**src/rtl/core/pci_pkg.sv**
```systemverilog
`default_nettype none
package pci_pkg;

    localparam int VW = 32;
    localparam int NW = 16;
    localparam int DIFF_W = 33;
    localparam int PROD_W = 49;
    localparam int SUM_W = 51;
    localparam int C16_W = 36;
    localparam int FAC_W = 17;
    localparam int DV_W = 38;
    localparam int M_W = 40;
    localparam int MHI_W = M_W - 32;
    localparam int R_W = 33;
    localparam int D_W = 41;
    localparam int ACC_W = 42;

    localparam int DIV_STAGES = 33;
    localparam int SHARE_STAGES = DIV_STAGES + 1;
    localparam int FRONT_STAGES = 6;
    localparam int ALIGN_STAGES = SHARE_STAGES - FRONT_STAGES;
    localparam int APPLY_STAGES = 3;
    localparam int VALID_STAGES = SHARE_STAGES + APPLY_STAGES;

    localparam logic [FAC_W-1:0] FAC_ONE = 17'd32768;
    localparam logic [15:0] RESTITUTION_RESET = 16'd32768;
    localparam logic REG_RESTITUTION = 1'b0;

    typedef logic [2:0][VW-1:0] vec_t;
    typedef logic [2:0][NW-1:0] nvec_t;

    typedef struct packed {
        vec_t va;
        vec_t vb;
        logic second;
        nvec_t n;
        logic [31:0] ima;
        logic [R_W-1:0] total;
    } item_t;

    typedef struct packed {
        vec_t va;
        vec_t vb;
        logic [2:0] neg;
    } carry_t;

    typedef struct packed {
        carry_t c;
        logic [2:0][M_W-1:0] m;
        logic pass;
    } front_t;

    typedef struct packed {
        logic [R_W-1:0] ra;
        logic [R_W-1:0] rb;
    } share_t;

    typedef struct packed {
        vec_t a;
        vec_t b;
        logic resolved;
    } result_t;

endpackage
`default_nettype wire

```
**src/rtl/core/pci_skid.sv**
```systemverilog
`default_nettype none
module pci_skid (
    input  wire logic          clk,
    input  wire logic          rst_n,
    input  wire logic          in_valid,
    input  pci_pkg::result_t   in_word,
    output logic               in_ready,
    output logic               out_valid,
    input  wire logic          out_ready,
    output pci_pkg::result_t   out_word
);

    logic out_valid_reg;
    logic skid_valid_reg;
    pci_pkg::result_t out_reg;
    pci_pkg::result_t skid_reg;
    logic out_free;
    logic take;

    assign in_ready = !skid_valid_reg;
    assign take = in_valid && !skid_valid_reg;
    assign out_free = !out_valid_reg || out_ready;

    always_ff @(posedge clk or negedge rst_n)
    begin
        if (!rst_n)
        begin
            out_valid_reg <= 1'b0;
            skid_valid_reg <= 1'b0;
        end
        else if (out_free)
        begin
            if (skid_valid_reg)
            begin
                out_valid_reg <= 1'b1;
                skid_valid_reg <= 1'b0;
            end
            else
            begin
                out_valid_reg <= take;
            end
        end
        else if (take)
        begin
            skid_valid_reg <= 1'b1;
        end
    end

    always_ff @(posedge clk)
    begin
        if (out_free)
        begin
            out_reg <= skid_valid_reg ? skid_reg : in_word;
        end
        else if (take)
        begin
            skid_reg <= in_word;
        end
    end

    assign out_valid = out_valid_reg;
    assign out_word = out_reg;

endmodule
`default_nettype wire

```
**config.mk**
```make
export PLATFORM = sky130hd
export DESIGN_NAME = pci_skid
export DESIGN_NICKNAME = d
export VERILOG_FILES = /design/src/rtl/core/pci_pkg.sv /design/src/rtl/core/pci_skid.sv
export SDC_FILE = /design/constraint.sdc
export NUM_CORES = 1
export LEC_CHECK = 0
export BUFFER_PORTS_ARGS = -buffer_cell sky130_fd_sc_hd__clkbuf_2
export CAP_MARGIN = 10
export CORE_ASPECT_RATIO = 1.25
export CORE_MARGIN = 1.5
export CORE_UTILIZATION = 38
export DETAILED_ROUTE_END_ITERATION = 10
export PLACE_DENSITY = 0.58
export SYNTH_ARGS = -nofsm -noshare
export SYNTH_HDL_FRONTEND = slang
export SYNTH_SLANG_ARGS = --single-unit
```
**constraint.sdc**
```tcl
create_clock -name clk -period 46.7 [get_ports clk]
set_input_delay 4.67 -clock clk [delete_from_list [all_inputs] [get_ports clk]]
set_output_delay 4.67 -clock clk [all_outputs]
set_load 0.02 [all_outputs]
```
==> impl_results.html, run 1 <==
<table>
<tr><th>Metric</th><th>Value</th></tr>
<tr><th colspan="2">Power</th></tr>
<tr><td>Static power due to leakage</td><td>7.21 nW</td></tr>
<tr><td>Pwr Total</td><td>0.800 mW</td></tr>
<tr><td>P per Cell Area</td><td>44.0 mW/mm^2</td></tr>
<tr><td>Maximum VDD drop</td><td>30.6 uV</td></tr>
<tr><th colspan="2">Drt</th></tr>
<tr><td>Post-route DRC violation count</td><td>0</td></tr>
<tr><td>Iter 0 DRT Violations</td><td>278</td></tr>
<tr><td>Average wire length per cell after detail routing</td><td>18.8 um</td></tr>
<tr><td>Sum of routed wire length over all layers</td><td>29.1 mm</td></tr>
<tr><td>Detailed-route via count</td><td>7,197</td></tr>
<tr><td>Per-cell via count in the routed design</td><td>4.64</td></tr>
<tr><td>Antenna viol nets, final</td><td>0</td></tr>
<tr><td>First-pass iteration count of the detailed router</td><td>4</td></tr>
<tr><th colspan="2">Floorplan</th></tr>
<tr><td>Starting density of the core</td><td>0.383</td></tr>
<tr><td>Placeable Area</td><td>0.0380 mm^2</td></tr>
<tr><td>Die footprint</td><td>0.0395 mm^2</td></tr>
<tr><td>Top-Level Pins</td><td>392</td></tr>
<tr><td>Number of cell rows</td><td>80</td></tr>
<tr><td>Chip height</td><td>222 um</td></tr>
<tr><td>Die outline width</td><td>178 um</td></tr>
<tr><th colspan="2">Timing</th></tr>
<tr><td>Minimum clock period after layout</td><td>8.19 ns</td></tr>
<tr><td>Sum of negative setup slack</td><td>0 ns</td></tr>
<tr><td>Setup repair after global routing missed its margin</td><td>false</td></tr>
<tr><td>Final setup vio count</td><td>0</td></tr>
<tr><td>Worst-margin pin slew</td><td>1.07 ns</td></tr>
<tr><td>Final Skew</td><td>0.0107 ns</td></tr>
<tr><td>Period utilisation layout</td><td>0.175</td></tr>
<tr><td>Maximum frequency from static timing analysis</td><td>122 MHz</td></tr>
<tr><td>Relative slew margins</td><td>0.284</td></tr>
<tr><td>Max-slew violation count</td><td>0</td></tr>
<tr><td>Hold Vio Cnt, Final</td><td>0</td></tr>
<tr><th colspan="2">Clock network</th></tr>
<tr><td>Clock tree from TritonCTS</td><td>built</td></tr>
<tr><td>Buffer depth of the longest clock path</td><td>3</td></tr>
<tr><td>Setup bufs post-CTS</td><td>0</td></tr>
<tr><td>Insertion delay to the later sink of the worst-skew pair</td><td>0.52 ns</td></tr>
<tr><td>Clk root buf</td><td>sky130_fd_sc_hd__clkbuf_16</td></tr>
<tr><td>Hold buffer count at CTS</td><td>0</td></tr>
<tr><td>Number of cells upsized or downsized after cts</td><td>0</td></tr>
<tr><td>Reg clk slew, reported paths</td><td>0.06 ns</td></tr>
<tr><td>Number of buffers inserted during clock tree synthesis</td><td>40</td></tr>
<tr><td>H-tree level count</td><td>2</td></tr>
<tr><td>Number of clock sinks</td><td>388</td></tr>
<tr><th colspan="2">Place</th></tr>
<tr><td>Post-Place Cells</td><td>1,478</td></tr>
<tr><td>Count of port buffers added during placement</td><td>391</td></tr>
<tr><td>Global placer's final weighted congestion</td><td>0.739</td></tr>
<tr><td>HPWL after DPL</td><td>19.5 mm</td></tr>
<tr><th colspan="2">Worst setup path</th></tr>
<tr><td>Kind of end point of the critical path</td><td>flip-flop</td></tr>
<tr><td>Setup Crit Path Kind</td><td>input port to flip-flop</td></tr>
<tr><td>Worst path required time</td><td>46.85 ns</td></tr>
<tr><td>Critical path peak fanout</td><td>72</td></tr>
<tr><td>Critical Path Start Type</td><td>input port</td></tr>
<tr><td>Arr. time, crit path</td><td>8.33 ns</td></tr>
<tr><th colspan="2">GRT</th></tr>
<tr><td>First-pass GRT wire length</td><td>43.2 mm</td></tr>
<tr><td>Pin count of the biggest net entering global routing</td><td>73</td></tr>
<tr><td>Total GRT Usage</td><td>0.145</td></tr>
<tr><td>Remaining Overflow, GRT</td><td>0</td></tr>
<tr><td>Antenna violations before repair</td><td>5</td></tr>
<tr><td>Via count of the first global-routing pass</td><td>7,310</td></tr>
<tr><th colspan="2">Synth</th></tr>
<tr><td>Cell type contributing the most total cell area after synthesis</td><td>sky130_fd_sc_hd__edfxtp_1</td></tr>
<tr><td>Synthesized area per cell</td><td>23.9 um^2</td></tr>
<tr><td>Leading post-synthesis cells by cell area</td><td>sky130_fd_sc_hd__edfxtp_1 80%, sky130_fd_sc_hd__mux2_4 14%, sky130_fd_sc_hd__mux2_2 4.3%</td></tr>
<tr><td>Total standard cell area after synthesis</td><td>0.0146 mm^2</td></tr>
<tr><td>Number of flops mapped to enable cells by yosys</td><td>386</td></tr>
<tr><td>Fraction of synthesized cell area taken by the top area cell type</td><td>0.795</td></tr>
<tr><td>Number of storage elements in the synthesis netlist</td><td>388</td></tr>
<tr><td>Count leader, synth</td><td>sky130_fd_sc_hd__edfxtp_1</td></tr>
<tr><td>Share of the yosys chip area belonging to registers</td><td>0.799</td></tr>
<tr><td>Number of distinct standard cells referenced by the synthesized netlist</td><td>11</td></tr>
<tr><td>Nets in the synthesized netlist</td><td>806</td></tr>
<tr><td>Yosys warning total</td><td>0</td></tr>
<tr><td>Async set-reset flop share out of synthesis</td><td>0.00515</td></tr>
<tr><td>Number of instances in the synthesized netlist</td><td>609</td></tr>
<tr><td>Most common library cells after synthesis</td><td>386 x sky130_fd_sc_hd__edfxtp_1, 137 x sky130_fd_sc_hd__mux2_4, 56 x sky130_fd_sc_hd__mux2_2</td></tr>
<tr><td>Ys flop type</td><td>sky130_fd_sc_hd__edfxtp_1</td></tr>
<tr><th colspan="2">Layout</th></tr>
<tr><td>Fraction of final layout cells sized beyond drive strength 1</td><td>0.609</td></tr>
<tr><td>Count of nets after finishing</td><td>1,225</td></tr>
<tr><td>Area growth, synth to finish</td><td>24.8%</td></tr>
<tr><td>Count of placed standard cells in the final layout, fillers left out</td><td>1,552</td></tr>
<tr><th colspan="2">Outcome</th></tr>
<tr><td>Status</td><td>complete, no violations</td></tr>
<tr><th colspan="2">Job</th></tr>
<tr><td>Max cap viols</td><td>0</td></tr>
<tr><th colspan="2">Min path</th></tr>
<tr><td>Class of the most critical hold timing path</td><td>flip-flop to flip-flop</td></tr>
</table>
## final timing paths
check	start	endpoint	slack [ns]	cells after the start
setup / recovery	out_ready	skid_reg[181]	38.51	6
hold / removal	skid_reg[47]	out_word[47]	0.54	1
setup reg to reg	out_valid	skid_reg[181]	42.37	5
hold reg to reg	skid_reg[47]	out_word[47]	0.54	1
max in group asynchronous	rst_n	skid_valid_reg	42.67	1
min in group asynchronous	rst_n	skid_valid_reg	3.92	1
## critical path, stage by stage
cell and delay (ns):
sky130_fd_sc_hd__clkbuf_2 0.08, sky130_fd_sc_hd__nand2b_4 0.63, sky130_fd_sc_hd__nor3b_2 0.36, sky130_fd_sc_hd__buf_4 0.77, sky130_fd_sc_hd__buf_4 0.87, sky130_fd_sc_hd__buf_4 0.80
## routing by layer
metal | up-vias | wire length [um] | GRT usage
met2 | 300 | 14000 | 0.232
met4 | 0 | 983 | 0.0689
met5 | - | 0 | 0
li1 | 3293 | - | -
met3 | 53 | 2720 | 0.0538
met1 | 3551 | 11400 | 0.171
## cell type report
class                      count  area [um^2]
antenna                        5         12.5
fill                        3276        19800
clock inverter                17          103
clock buffer                  52         1070
tap                          492          616
multi-input combinational    198         2730
sequential                   388        11600
timing repair buffer         399         2020
inverter                       1         3.75
## layout by cell type, fill, tap and decap left out
cell and n:
sky130_fd_sc_hd__nor2_1 2, sky130_fd_sc_hd__clkinv_1 11, sky130_fd_sc_hd__mux2_4 137, sky130_fd_sc_hd__clkbuf_16 41
sky130_fd_sc_hd__nand2b_4 1, sky130_fd_sc_hd__buf_4 8, sky130_fd_sc_hd__mux2_2 56, sky130_fd_sc_hd__inv_6 1
sky130_fd_sc_hd__nor3b_2 1, sky130_fd_sc_hd__dfrtp_4 1, sky130_fd_sc_hd__clkinvlp_4 1, sky130_fd_sc_hd__clkbuf_2 391
sky130_fd_sc_hd__inv_1 1, sky130_fd_sc_hd__clkbuf_1 11, sky130_fd_sc_hd__dfrtp_1 1, sky130_fd_sc_hd__bufinv_16 1
sky130_fd_sc_hd__edfxtp_1 386, sky130_fd_sc_hd__nand2_1 1, sky130_fd_sc_hd__clkinv_2 3, sky130_fd_sc_hd__diode_2 5
## power by group
group,internal [mW],leakage [nW],switching [mW]
Combinational,0.0374,2.91,0.0506
Sequential,0.413,3.73,0.00826
Clock,0.166,0.566,0.124
## logic make-up (layout without fill, tap and decap cells)
kind of cell,count (synthesis),count (layout),synth area share
other cells,0,5,0
flops,388,388,0.799
simple gates,5,5,0.00172
mux,193,193,0.184
buf+inv,23,469,0.0151
## stage by stage
stage / cell area [um^2] / hold slack (ns) / setup slack, ns / util
finish: 18200 / 0.543 / 38.51 / 0.478
global route: 18200 / 0.557 / 38.21 / 0.478
CTS: 18200 / 0.543 / 38.45 / 0.478
detailed placement: 17000 / 0.531 / 37.90 / 0.447
global placement: 17000 / 0.528 / 37.90 / 0.447
floorplan: 14600 / 0.523 / 18.91 / -
No activity file was read; power rests on OpenSTA's default activity.
==> inputs of run 2 (changes only) <==
Settings changed: PLACE_DENSITY 0.58 to 0.6.
Clock period 46.7 ns to 6.62 ns, I/O delays scaled along.
==> impl_results.html, run 2 (synthesis results as in run 1) <==
<table>
<tr><th>Metric</th><th>Value</th></tr>
<tr><th colspan="2">Place</th></tr>
<tr><td>Worst slack, placed</td><td>3.58 ns (-34.33 ns)</td></tr>
<tr><td>Count of port buffers added during placement</td><td>391 (unchanged)</td></tr>
<tr><td>Global placer's final weighted congestion</td><td>0.763 (+3.3%)</td></tr>
<tr><td>HPWL after DPL</td><td>19.3 mm (-1.1%)</td></tr>
<tr><td>Post-Place Cells</td><td>1,475 (-0.20%)</td></tr>
<tr><th colspan="2">Clock network</th></tr>
<tr><td>H-tree level count</td><td>2 (unchanged)</td></tr>
<tr><td>Clock tree from TritonCTS</td><td>built</td></tr>
<tr><td>Hold buffer count at CTS</td><td>1 (+1)</td></tr>
<tr><td>Number of cells upsized or downsized after cts</td><td>0 (unchanged)</td></tr>
<tr><td>Reg clk slew, reported paths</td><td>0.06 ns (about the same)</td></tr>
<tr><td>Clk root buf</td><td>sky130_fd_sc_hd__clkbuf_16</td></tr>
<tr><td>Insertion delay to the later sink of the worst-skew pair</td><td>0.53 ns (about the same)</td></tr>
<tr><td>Number of buffers inserted during clock tree synthesis</td><td>40 (unchanged)</td></tr>
<tr><td>Buffer depth of the longest clock path</td><td>3 (unchanged)</td></tr>
<tr><td>Number of clock sinks</td><td>388 (unchanged)</td></tr>
<tr><td>Setup bufs post-CTS</td><td>0 (unchanged)</td></tr>
<tr><th colspan="2">Drt</th></tr>
<tr><td>Sum of routed wire length over all layers</td><td>29.6 mm (+1.6%)</td></tr>
<tr><td>Per-cell via count in the routed design</td><td>4.57 (-1.4%)</td></tr>
<tr><td>First-pass iteration count of the detailed router</td><td>4 (unchanged)</td></tr>
<tr><td>Antenna viol nets, final</td><td>0 (unchanged)</td></tr>
<tr><td>Iter 0 DRT Violations</td><td>427 (+54%)</td></tr>
<tr><td>Average wire length per cell after detail routing</td><td>19.1 um (+1.6%)</td></tr>
<tr><td>Detailed-route via count</td><td>7,095 (-1.4%)</td></tr>
<tr><td>Post-route DRC violation count</td><td>0 (unchanged)</td></tr>
<tr><th colspan="2">GRT</th></tr>
<tr><td>Total GRT Usage</td><td>0.148 (+0.00293)</td></tr>
<tr><td>Antenna violations before repair</td><td>4 (-1)</td></tr>
<tr><td>Pin count of the biggest net entering global routing</td><td>132 (+81%)</td></tr>
<tr><td>First-pass GRT wire length</td><td>44.2 mm (+2.3%)</td></tr>
<tr><td>Via count of the first global-routing pass</td><td>7,520 (+2.9%)</td></tr>
<tr><td>Remaining Overflow, GRT</td><td>0 (unchanged)</td></tr>
<tr><th colspan="2">Layout</th></tr>
<tr><td>Fraction of final layout cells sized beyond drive strength 1</td><td>0.616 (+0.00773)</td></tr>
<tr><td>Leading cell types in the layout, fill and taps excluded</td><td>391 x sky130_fd_sc_hd__clkbuf_2, 386 x sky130_fd_sc_hd__edfxtp_1, 137 x sky130_fd_sc_hd__mux2_4</td></tr>
<tr><td>Count of placed standard cells in the final layout, fillers left out</td><td>1,552 (unchanged)</td></tr>
<tr><td>Most common library cell in the layout ignoring fill and taps</td><td>sky130_fd_sc_hd__clkbuf_2</td></tr>
<tr><td>Count of nets after finishing</td><td>1,223 (-0.16%)</td></tr>
<tr><td>Area growth, synth to finish</td><td>26.1%</td></tr>
<tr><th colspan="2">Outcome</th></tr>
<tr><td>Status</td><td>complete, no violations</td></tr>
<tr><th colspan="2">Floorplan</th></tr>
<tr><td>Chip height</td><td>222 um (unchanged)</td></tr>
<tr><td>Die outline width</td><td>178 um (unchanged)</td></tr>
<tr><td>Top-Level Pins</td><td>392 (unchanged)</td></tr>
<tr><td>Starting density of the core</td><td>0.383 (unchanged)</td></tr>
<tr><td>Number of cell rows</td><td>80 (unchanged)</td></tr>
<tr><td>Die footprint</td><td>0.0395 mm^2 (unchanged)</td></tr>
<tr><td>Placeable Area</td><td>0.0380 mm^2 (unchanged)</td></tr>
<tr><th colspan="2">Timing</th></tr>
<tr><td>Max-slew violation count</td><td>0 (unchanged)</td></tr>
<tr><td>Worst-case setup margin in the final layout</td><td>4.06 ns (-34.45 ns)</td></tr>
<tr><td>Minimum clock period after layout</td><td>2.56 ns</td></tr>
<tr><td>Final setup vio count</td><td>0 (unchanged)</td></tr>
<tr><td>Hold Vio Cnt, Final</td><td>0 (unchanged)</td></tr>
<tr><td>Final Skew</td><td>0.0101 ns (-0.000618 ns)</td></tr>
<tr><td>Relative slew margins</td><td>0.324 (+0.0398)</td></tr>
<tr><td>Period utilisation layout</td><td>0.387</td></tr>
<tr><td>Tightest hold margin</td><td>0.321 ns (-0.222 ns)</td></tr>
<tr><td>Worst-margin pin slew</td><td>1.01 ns (-0.0597 ns)</td></tr>
<tr><td>Setup repair after global routing missed its margin</td><td>false</td></tr>
<tr><td>Maximum frequency from static timing analysis</td><td>391 MHz</td></tr>
<tr><th colspan="2">Min path</th></tr>
<tr><td>Class of the most critical hold timing path</td><td>input port to flip-flop</td></tr>
<tr><th colspan="2">Power</th></tr>
<tr><td>P per Cell Area</td><td>320 mW/mm^2 (+630%)</td></tr>
<tr><td>Maximum VDD drop</td><td>223 uV (+630%)</td></tr>
<tr><td>Static power due to leakage</td><td>7.29 nW (+1.2%)</td></tr>
<tr><th colspan="2">Job</th></tr>
<tr><td>Max cap viols</td><td>0 (unchanged)</td></tr>
<tr><th colspan="2">Worst setup path</th></tr>
<tr><td>Critical Path Start Type</td><td>flip-flop</td></tr>
<tr><td>Arr. time, crit path</td><td>2.71 ns (-5.62 ns)</td></tr>
<tr><td>Setup Crit Path Kind</td><td>flip-flop to flip-flop</td></tr>
<tr><td>Worst path required time</td><td>6.77 ns (-40.08 ns)</td></tr>
<tr><td>Critical path peak fanout</td><td>70 (-2.8%)</td></tr>
<tr><td>Kind of end point of the critical path</td><td>flip-flop</td></tr>
</table>
[run 2: cell count changes in the layout (fill, tap and decap cells not counted)]
cell | previous run | this run
sky130_fd_sc_hd__buf_4 | 8 | 2
sky130_fd_sc_hd__clkbuf_8 | 0 | 2
sky130_fd_sc_hd__clkinv_1 | 11 | 6
sky130_fd_sc_hd__inv_6 | 1 | 3
sky130_fd_sc_hd__bufinv_16 | 1 | 5
sky130_fd_sc_hd__diode_2 | 5 | 2
sky130_fd_sc_hd__buf_12 | 0 | 3
sky130_fd_sc_hd__clkbuf_1 | 11 | 8
sky130_fd_sc_hd__clkinvlp_4 | 1 | 2
sky130_fd_sc_hd__clkinv_4 | 0 | 1
sky130_fd_sc_hd__clkinv_2 | 3 | 6
sky130_fd_sc_hd__dlygate4sd3_1 | 0 | 1
[run 2: final timing paths]
check                      slack (ns)  cells past startpoint        endpoint    startpoint
setup reg to reg                 4.06                      3   skid_reg[149]     out_valid
min in group asynchronous        0.47                      2  skid_valid_reg         rst_n
hold / removal                   0.32                      1    skid_reg[80]   in_word[80]
setup / recovery                 4.06                      3   skid_reg[149]     out_valid
hold reg to reg                  0.54                      1    out_word[85]  skid_reg[85]
max in group asynchronous        6.04                      2  skid_valid_reg         rst_n
[run 2: layout make-up]
type	instances	area (um^2)
inverters	1	3.75
fillers	3238	19700
well taps	492	616
flip-flops and latches	388	11600
clock inverters	23	253
diodes	2	5.00
clock buffers	51	1080
multi-input cells	198	2730
repair buffers	397	2040
[run 2: worst max-delay path, stage by stage (launching register included)]
cell	delay, ns
sky130_fd_sc_hd__dfrtp_1	0.39
sky130_fd_sc_hd__nand2b_4	0.51
sky130_fd_sc_hd__nor3b_2	0.48
sky130_fd_sc_hd__buf_4	0.72
[run 2: through the flow]
stage,utilization,power (mW),TNS [ns],area [um^2]
after global routing,0.483,6.08,0,18400
after CTS,0.483,5.97,0,18400
after detailed placement,0.448,3.66,0,17000
after floorplan,-,3.45,-2041.21,14600
final,0.483,5.88,0,18400
after global placement,0.448,3.65,0,17000
[run 2: layer usage]
metal,global-route usage,vias to the layer above,part of all wire
li1,-,3282,-
met1,0.166,3535,0.37
met2,0.263,230,0.53
met3,0.0473,44,0.077
met4,0.0453,4,0.022
met5,0,-,0.00088
[run 2: report_power, final]
| part | switching [mW] | internal [mW] | total, mW |
|---|---|---|---|
| Clock | 0.917 | 1.36 | 2.28 |
| Combinational | 0.362 | 0.266 | 0.629 |
| Sequential | 0.0543 | 2.92 | 2.97 |
==> inputs of run 3 (changes only) <==
Settings changed: PLACE_DENSITY 0.6 to 0.58.
Clock period 6.62 ns to 2.6 ns, I/O delays scaled along.
==> impl_results.html, run 3 (synthesis results as in run 1) <==
<table>
<tr><th>Metric</th><th>Value</th></tr>
<tr><th colspan="2">Timing</th></tr>
<tr><td>Final setup vio count</td><td>0 (unchanged)</td></tr>
<tr><td>Period utilisation layout</td><td>0.833</td></tr>
<tr><td>Setup repair after global routing missed its margin</td><td>false</td></tr>
<tr><td>Max-slew violation count</td><td>0 (unchanged)</td></tr>
<tr><td>Final Skew</td><td>0.00840 ns (-0.00166 ns)</td></tr>
<tr><td>Worst-margin pin slew</td><td>0.997 ns (-0.0164 ns)</td></tr>
<tr><td>Worst-case setup margin in the final layout</td><td>0.433 ns (-3.63 ns)</td></tr>
<tr><td>Hold Vio Cnt, Final</td><td>0 (unchanged)</td></tr>
<tr><td>Relative slew margins</td><td>0.335 (+0.0109)</td></tr>
<tr><td>Maximum frequency from static timing analysis</td><td>462 MHz</td></tr>
<tr><td>Minimum clock period after layout</td><td>2.17 ns</td></tr>
<tr><th colspan="2">Worst setup path</th></tr>
<tr><td>Kind of end point of the critical path</td><td>primary output</td></tr>
<tr><td>Slowest stage delay, CP</td><td>0.56 ns (-0.16 ns)</td></tr>
<tr><td>Critical-path cell list</td><td>buf_12, inv_1, clkbuf_2</td></tr>
<tr><td>Critical path peak fanout</td><td>95 (+36%)</td></tr>
<tr><td>Critical-path top delay cell</td><td>sky130_fd_sc_hd__dfrtp_4</td></tr>
<tr><td>Worst path required time</td><td>2.34 ns (-4.43 ns)</td></tr>
<tr><td>Reg2reg path depth</td><td>2 (-1)</td></tr>
<tr><td>Arr. time, crit path</td><td>1.91 ns (-0.80 ns)</td></tr>
<tr><td>Launching element of the worst setup path</td><td>skid_valid_reg</td></tr>
<tr><td>Setup slack on the worst flop-to-flop path</td><td>0.68 ns (-3.38 ns)</td></tr>
<tr><td>FF-to-FF End</td><td>skid_reg[16]</td></tr>
<tr><td>Critical Path Start Type</td><td>flip-flop</td></tr>
<tr><td>Setup Crit Path Kind</td><td>flip-flop to primary output</td></tr>
<tr><td>Beginning of the worst register-to-register path</td><td>skid_valid_reg</td></tr>
<tr><th colspan="2">Clock network</th></tr>
<tr><td>H-tree level count</td><td>2 (unchanged)</td></tr>
<tr><td>Clk root buf</td><td>sky130_fd_sc_hd__clkbuf_16</td></tr>
<tr><td>Setup bufs post-CTS</td><td>0 (unchanged)</td></tr>
<tr><td>Buffer depth of the longest clock path</td><td>3 (unchanged)</td></tr>
<tr><td>Insertion delay to the later sink of the worst-skew pair</td><td>0.53 ns (about the same)</td></tr>
<tr><td>Clock tree from TritonCTS</td><td>built</td></tr>
<tr><td>Number of buffers inserted during clock tree synthesis</td><td>40 (unchanged)</td></tr>
<tr><td>Reg clk slew, reported paths</td><td>0.06 ns (about the same)</td></tr>
<tr><td>Number of cells upsized or downsized after cts</td><td>0 (unchanged)</td></tr>
<tr><td>Number of clock sinks</td><td>388 (unchanged)</td></tr>
<tr><td>Hold buffer count at CTS</td><td>195 (+194)</td></tr>
<tr><th colspan="2">GRT</th></tr>
<tr><td>Antenna violations before repair</td><td>2 (-2)</td></tr>
<tr><td>Via count of the first global-routing pass</td><td>8,447 (+12%)</td></tr>
<tr><td>Pin count of the biggest net entering global routing</td><td>175 (+33%)</td></tr>
<tr><td>First-pass GRT wire length</td><td>47.1 mm (+6.5%)</td></tr>
<tr><td>Remaining Overflow, GRT</td><td>0 (unchanged)</td></tr>
<tr><td>Total GRT Usage</td><td>0.157 (+0.00900)</td></tr>
<tr><th colspan="2">Layout</th></tr>
<tr><td>Leading cell types in the layout, fill and taps excluded</td><td>391 x sky130_fd_sc_hd__clkbuf_2, 386 x sky130_fd_sc_hd__edfxtp_1, 195 x sky130_fd_sc_hd__dlygate4sd3_1</td></tr>
<tr><td>Filler Cells Inserted</td><td>3,118 (-3.7%)</td></tr>
<tr><td>Most common library cell in the layout ignoring fill and taps</td><td>sky130_fd_sc_hd__clkbuf_2</td></tr>
<tr><td>Fraction of final layout cells sized beyond drive strength 1</td><td>0.522 (-0.0939)</td></tr>
<tr><td>Area growth, synth to finish</td><td>38.9%</td></tr>
<tr><td>Fraction of the core area covered by cells at the end of the flow</td><td>0.532 (+0.0491)</td></tr>
<tr><td>Register Area</td><td>0.0116 mm^2 (about the same)</td></tr>
<tr><td>Footprint of the multi-input gates</td><td>0.00273 mm^2 (unchanged)</td></tr>
<tr><td>Count of nets after finishing</td><td>1,423 (+16%)</td></tr>
<tr><th colspan="2">Floorplan</th></tr>
<tr><td>Die outline width</td><td>178 um (unchanged)</td></tr>
<tr><td>Die footprint</td><td>0.0395 mm^2 (unchanged)</td></tr>
<tr><td>Placeable Area</td><td>0.0380 mm^2 (unchanged)</td></tr>
<tr><td>Top-Level Pins</td><td>392 (unchanged)</td></tr>
<tr><td>Chip height</td><td>222 um (unchanged)</td></tr>
<tr><td>Starting density of the core</td><td>0.383 (unchanged)</td></tr>
<tr><td>Number of cell rows</td><td>80 (unchanged)</td></tr>
<tr><th colspan="2">Outcome</th></tr>
<tr><td>Status</td><td>complete, no violations</td></tr>
<tr><th colspan="2">Drt</th></tr>
<tr><td>Per-cell via count in the routed design</td><td>4.51 (-1.2%)</td></tr>
<tr><td>Antenna viol nets, final</td><td>0 (unchanged)</td></tr>
<tr><td>Detailed-route via count</td><td>7,878 (+11%)</td></tr>
<tr><td>Sum of routed wire length over all layers</td><td>31.2 mm (+5.4%)</td></tr>
<tr><td>First-pass iteration count of the detailed router</td><td>4 (unchanged)</td></tr>
<tr><td>Iter 0 DRT Violations</td><td>487 (+14%)</td></tr>
<tr><td>Average wire length per cell after detail routing</td><td>17.9 um (-6.3%)</td></tr>
<tr><td>Post-route DRC violation count</td><td>0 (unchanged)</td></tr>
<tr><th colspan="2">Min path</th></tr>
<tr><td>Class of the most critical hold timing path</td><td>input port to async pin</td></tr>
<tr><th colspan="2">Power</th></tr>
<tr><td>Static power due to leakage</td><td>8.08 nW (+11%)</td></tr>
<tr><td>P per Cell Area</td><td>726 mW/mm^2 (+130%)</td></tr>
<tr><td>Maximum VDD drop</td><td>599 uV (+170%)</td></tr>
<tr><th colspan="2">Job</th></tr>
<tr><td>Max cap viols</td><td>0 (unchanged)</td></tr>
<tr><th colspan="2">Place</th></tr>
<tr><td>HPWL after DPL</td><td>20.1 mm (+4.1%)</td></tr>
<tr><td>Count of port buffers added during placement</td><td>391 (unchanged)</td></tr>
<tr><td>Worst slack, placed</td><td>0.714 ns (-2.86 ns)</td></tr>
<tr><td>Global placer's final weighted congestion</td><td>0.757 (-0.72%)</td></tr>
</table>
-- run 3: cell count changes in the layout (fill, tap and decap cells not counted) --
cell / previous run / this run
sky130_fd_sc_hd__buf_12: 3 / 6
sky130_fd_sc_hd__buf_4: 2 / 5
sky130_fd_sc_hd__bufinv_16: 5 / 1
sky130_fd_sc_hd__clkbuf_1: 8 / 6
sky130_fd_sc_hd__clkbuf_8: 2 / 0
sky130_fd_sc_hd__clkinv_1: 6 / 7
sky130_fd_sc_hd__clkinv_2: 6 / 10
sky130_fd_sc_hd__clkinv_4: 1 / 0
sky130_fd_sc_hd__clkinvlp_4: 2 / 0
sky130_fd_sc_hd__dfrtp_1: 1 / 0
sky130_fd_sc_hd__dfrtp_2: 0 / 1
sky130_fd_sc_hd__diode_2: 2 / 1
sky130_fd_sc_hd__dlygate4sd3_1: 1 / 195
-- run 3: worst max-delay path: cells and delay by family (launching register included) --
family,cells,cell delay [ns]
flops,1,0.56
buf+inv,3,0.78
-- run 3: layout make-up --
class | count | area share
multi-input cells | 198 | 0.135
clock inverters | 21 | 0.00655
clock buffers | 47 | 0.0518
diodes | 1 | 0.000124
inverters | 1 | 0.000185
well taps | 492 | 0.0304
flip-flops and latches | 388 | 0.575
repair buffers | 597 | 0.201
-- run 3: metal layers --
metal / wire length, um / vias to the layer above / GRT usage
met5: 13 / - / 0
met4: 1130 / 2 / 0.0656
met3: 1830 / 60 / 0.0365
met2: 16600 / 259 / 0.279
met1: 11600 / 3889 / 0.178
li1: - / 3668 / -
-- run 3: worst max path at each step --
| stage | depth (start not counted) | to |
|---|---|---|
| finish | 3 | in_ready |
| CTS | 3 | in_ready |
| global placement | 2 | skid_reg[46] |
| floorplan | 2 | skid_reg[0] |
| global route | 3 | in_ready |
| detailed placement | 2 | skid_reg[46] |
-- run 3: per-stage QoR --
stage | hold WS [ns] | TNS, ns | cell area (um^2) | std cells | total power, mW
after global routing | 0.0528 | 0 | 20200 | 1744 | 15.2
after detailed placement | 0.0547 | 0 | 17100 | 1481 | 9.33
final | 0.0501 | 0 | 20200 | 1745 | 14.7
after floorplan | -0.0356 | -2760.99 | 14600 | 609 | 8.77
after CTS | 0.0149 | 0 | 20200 | 1744 | 14.9
after global placement | 0.0541 | 0 | 17100 | 1481 | 9.31
-- run 3: report_power, final --
part	leakage, nW	switching, mW	internal, mW
combinational	3.76	1.00	0.878
sequential	3.73	0.119	7.42
clock	0.590	2.30	2.98
total	8.08	3.43	11.3
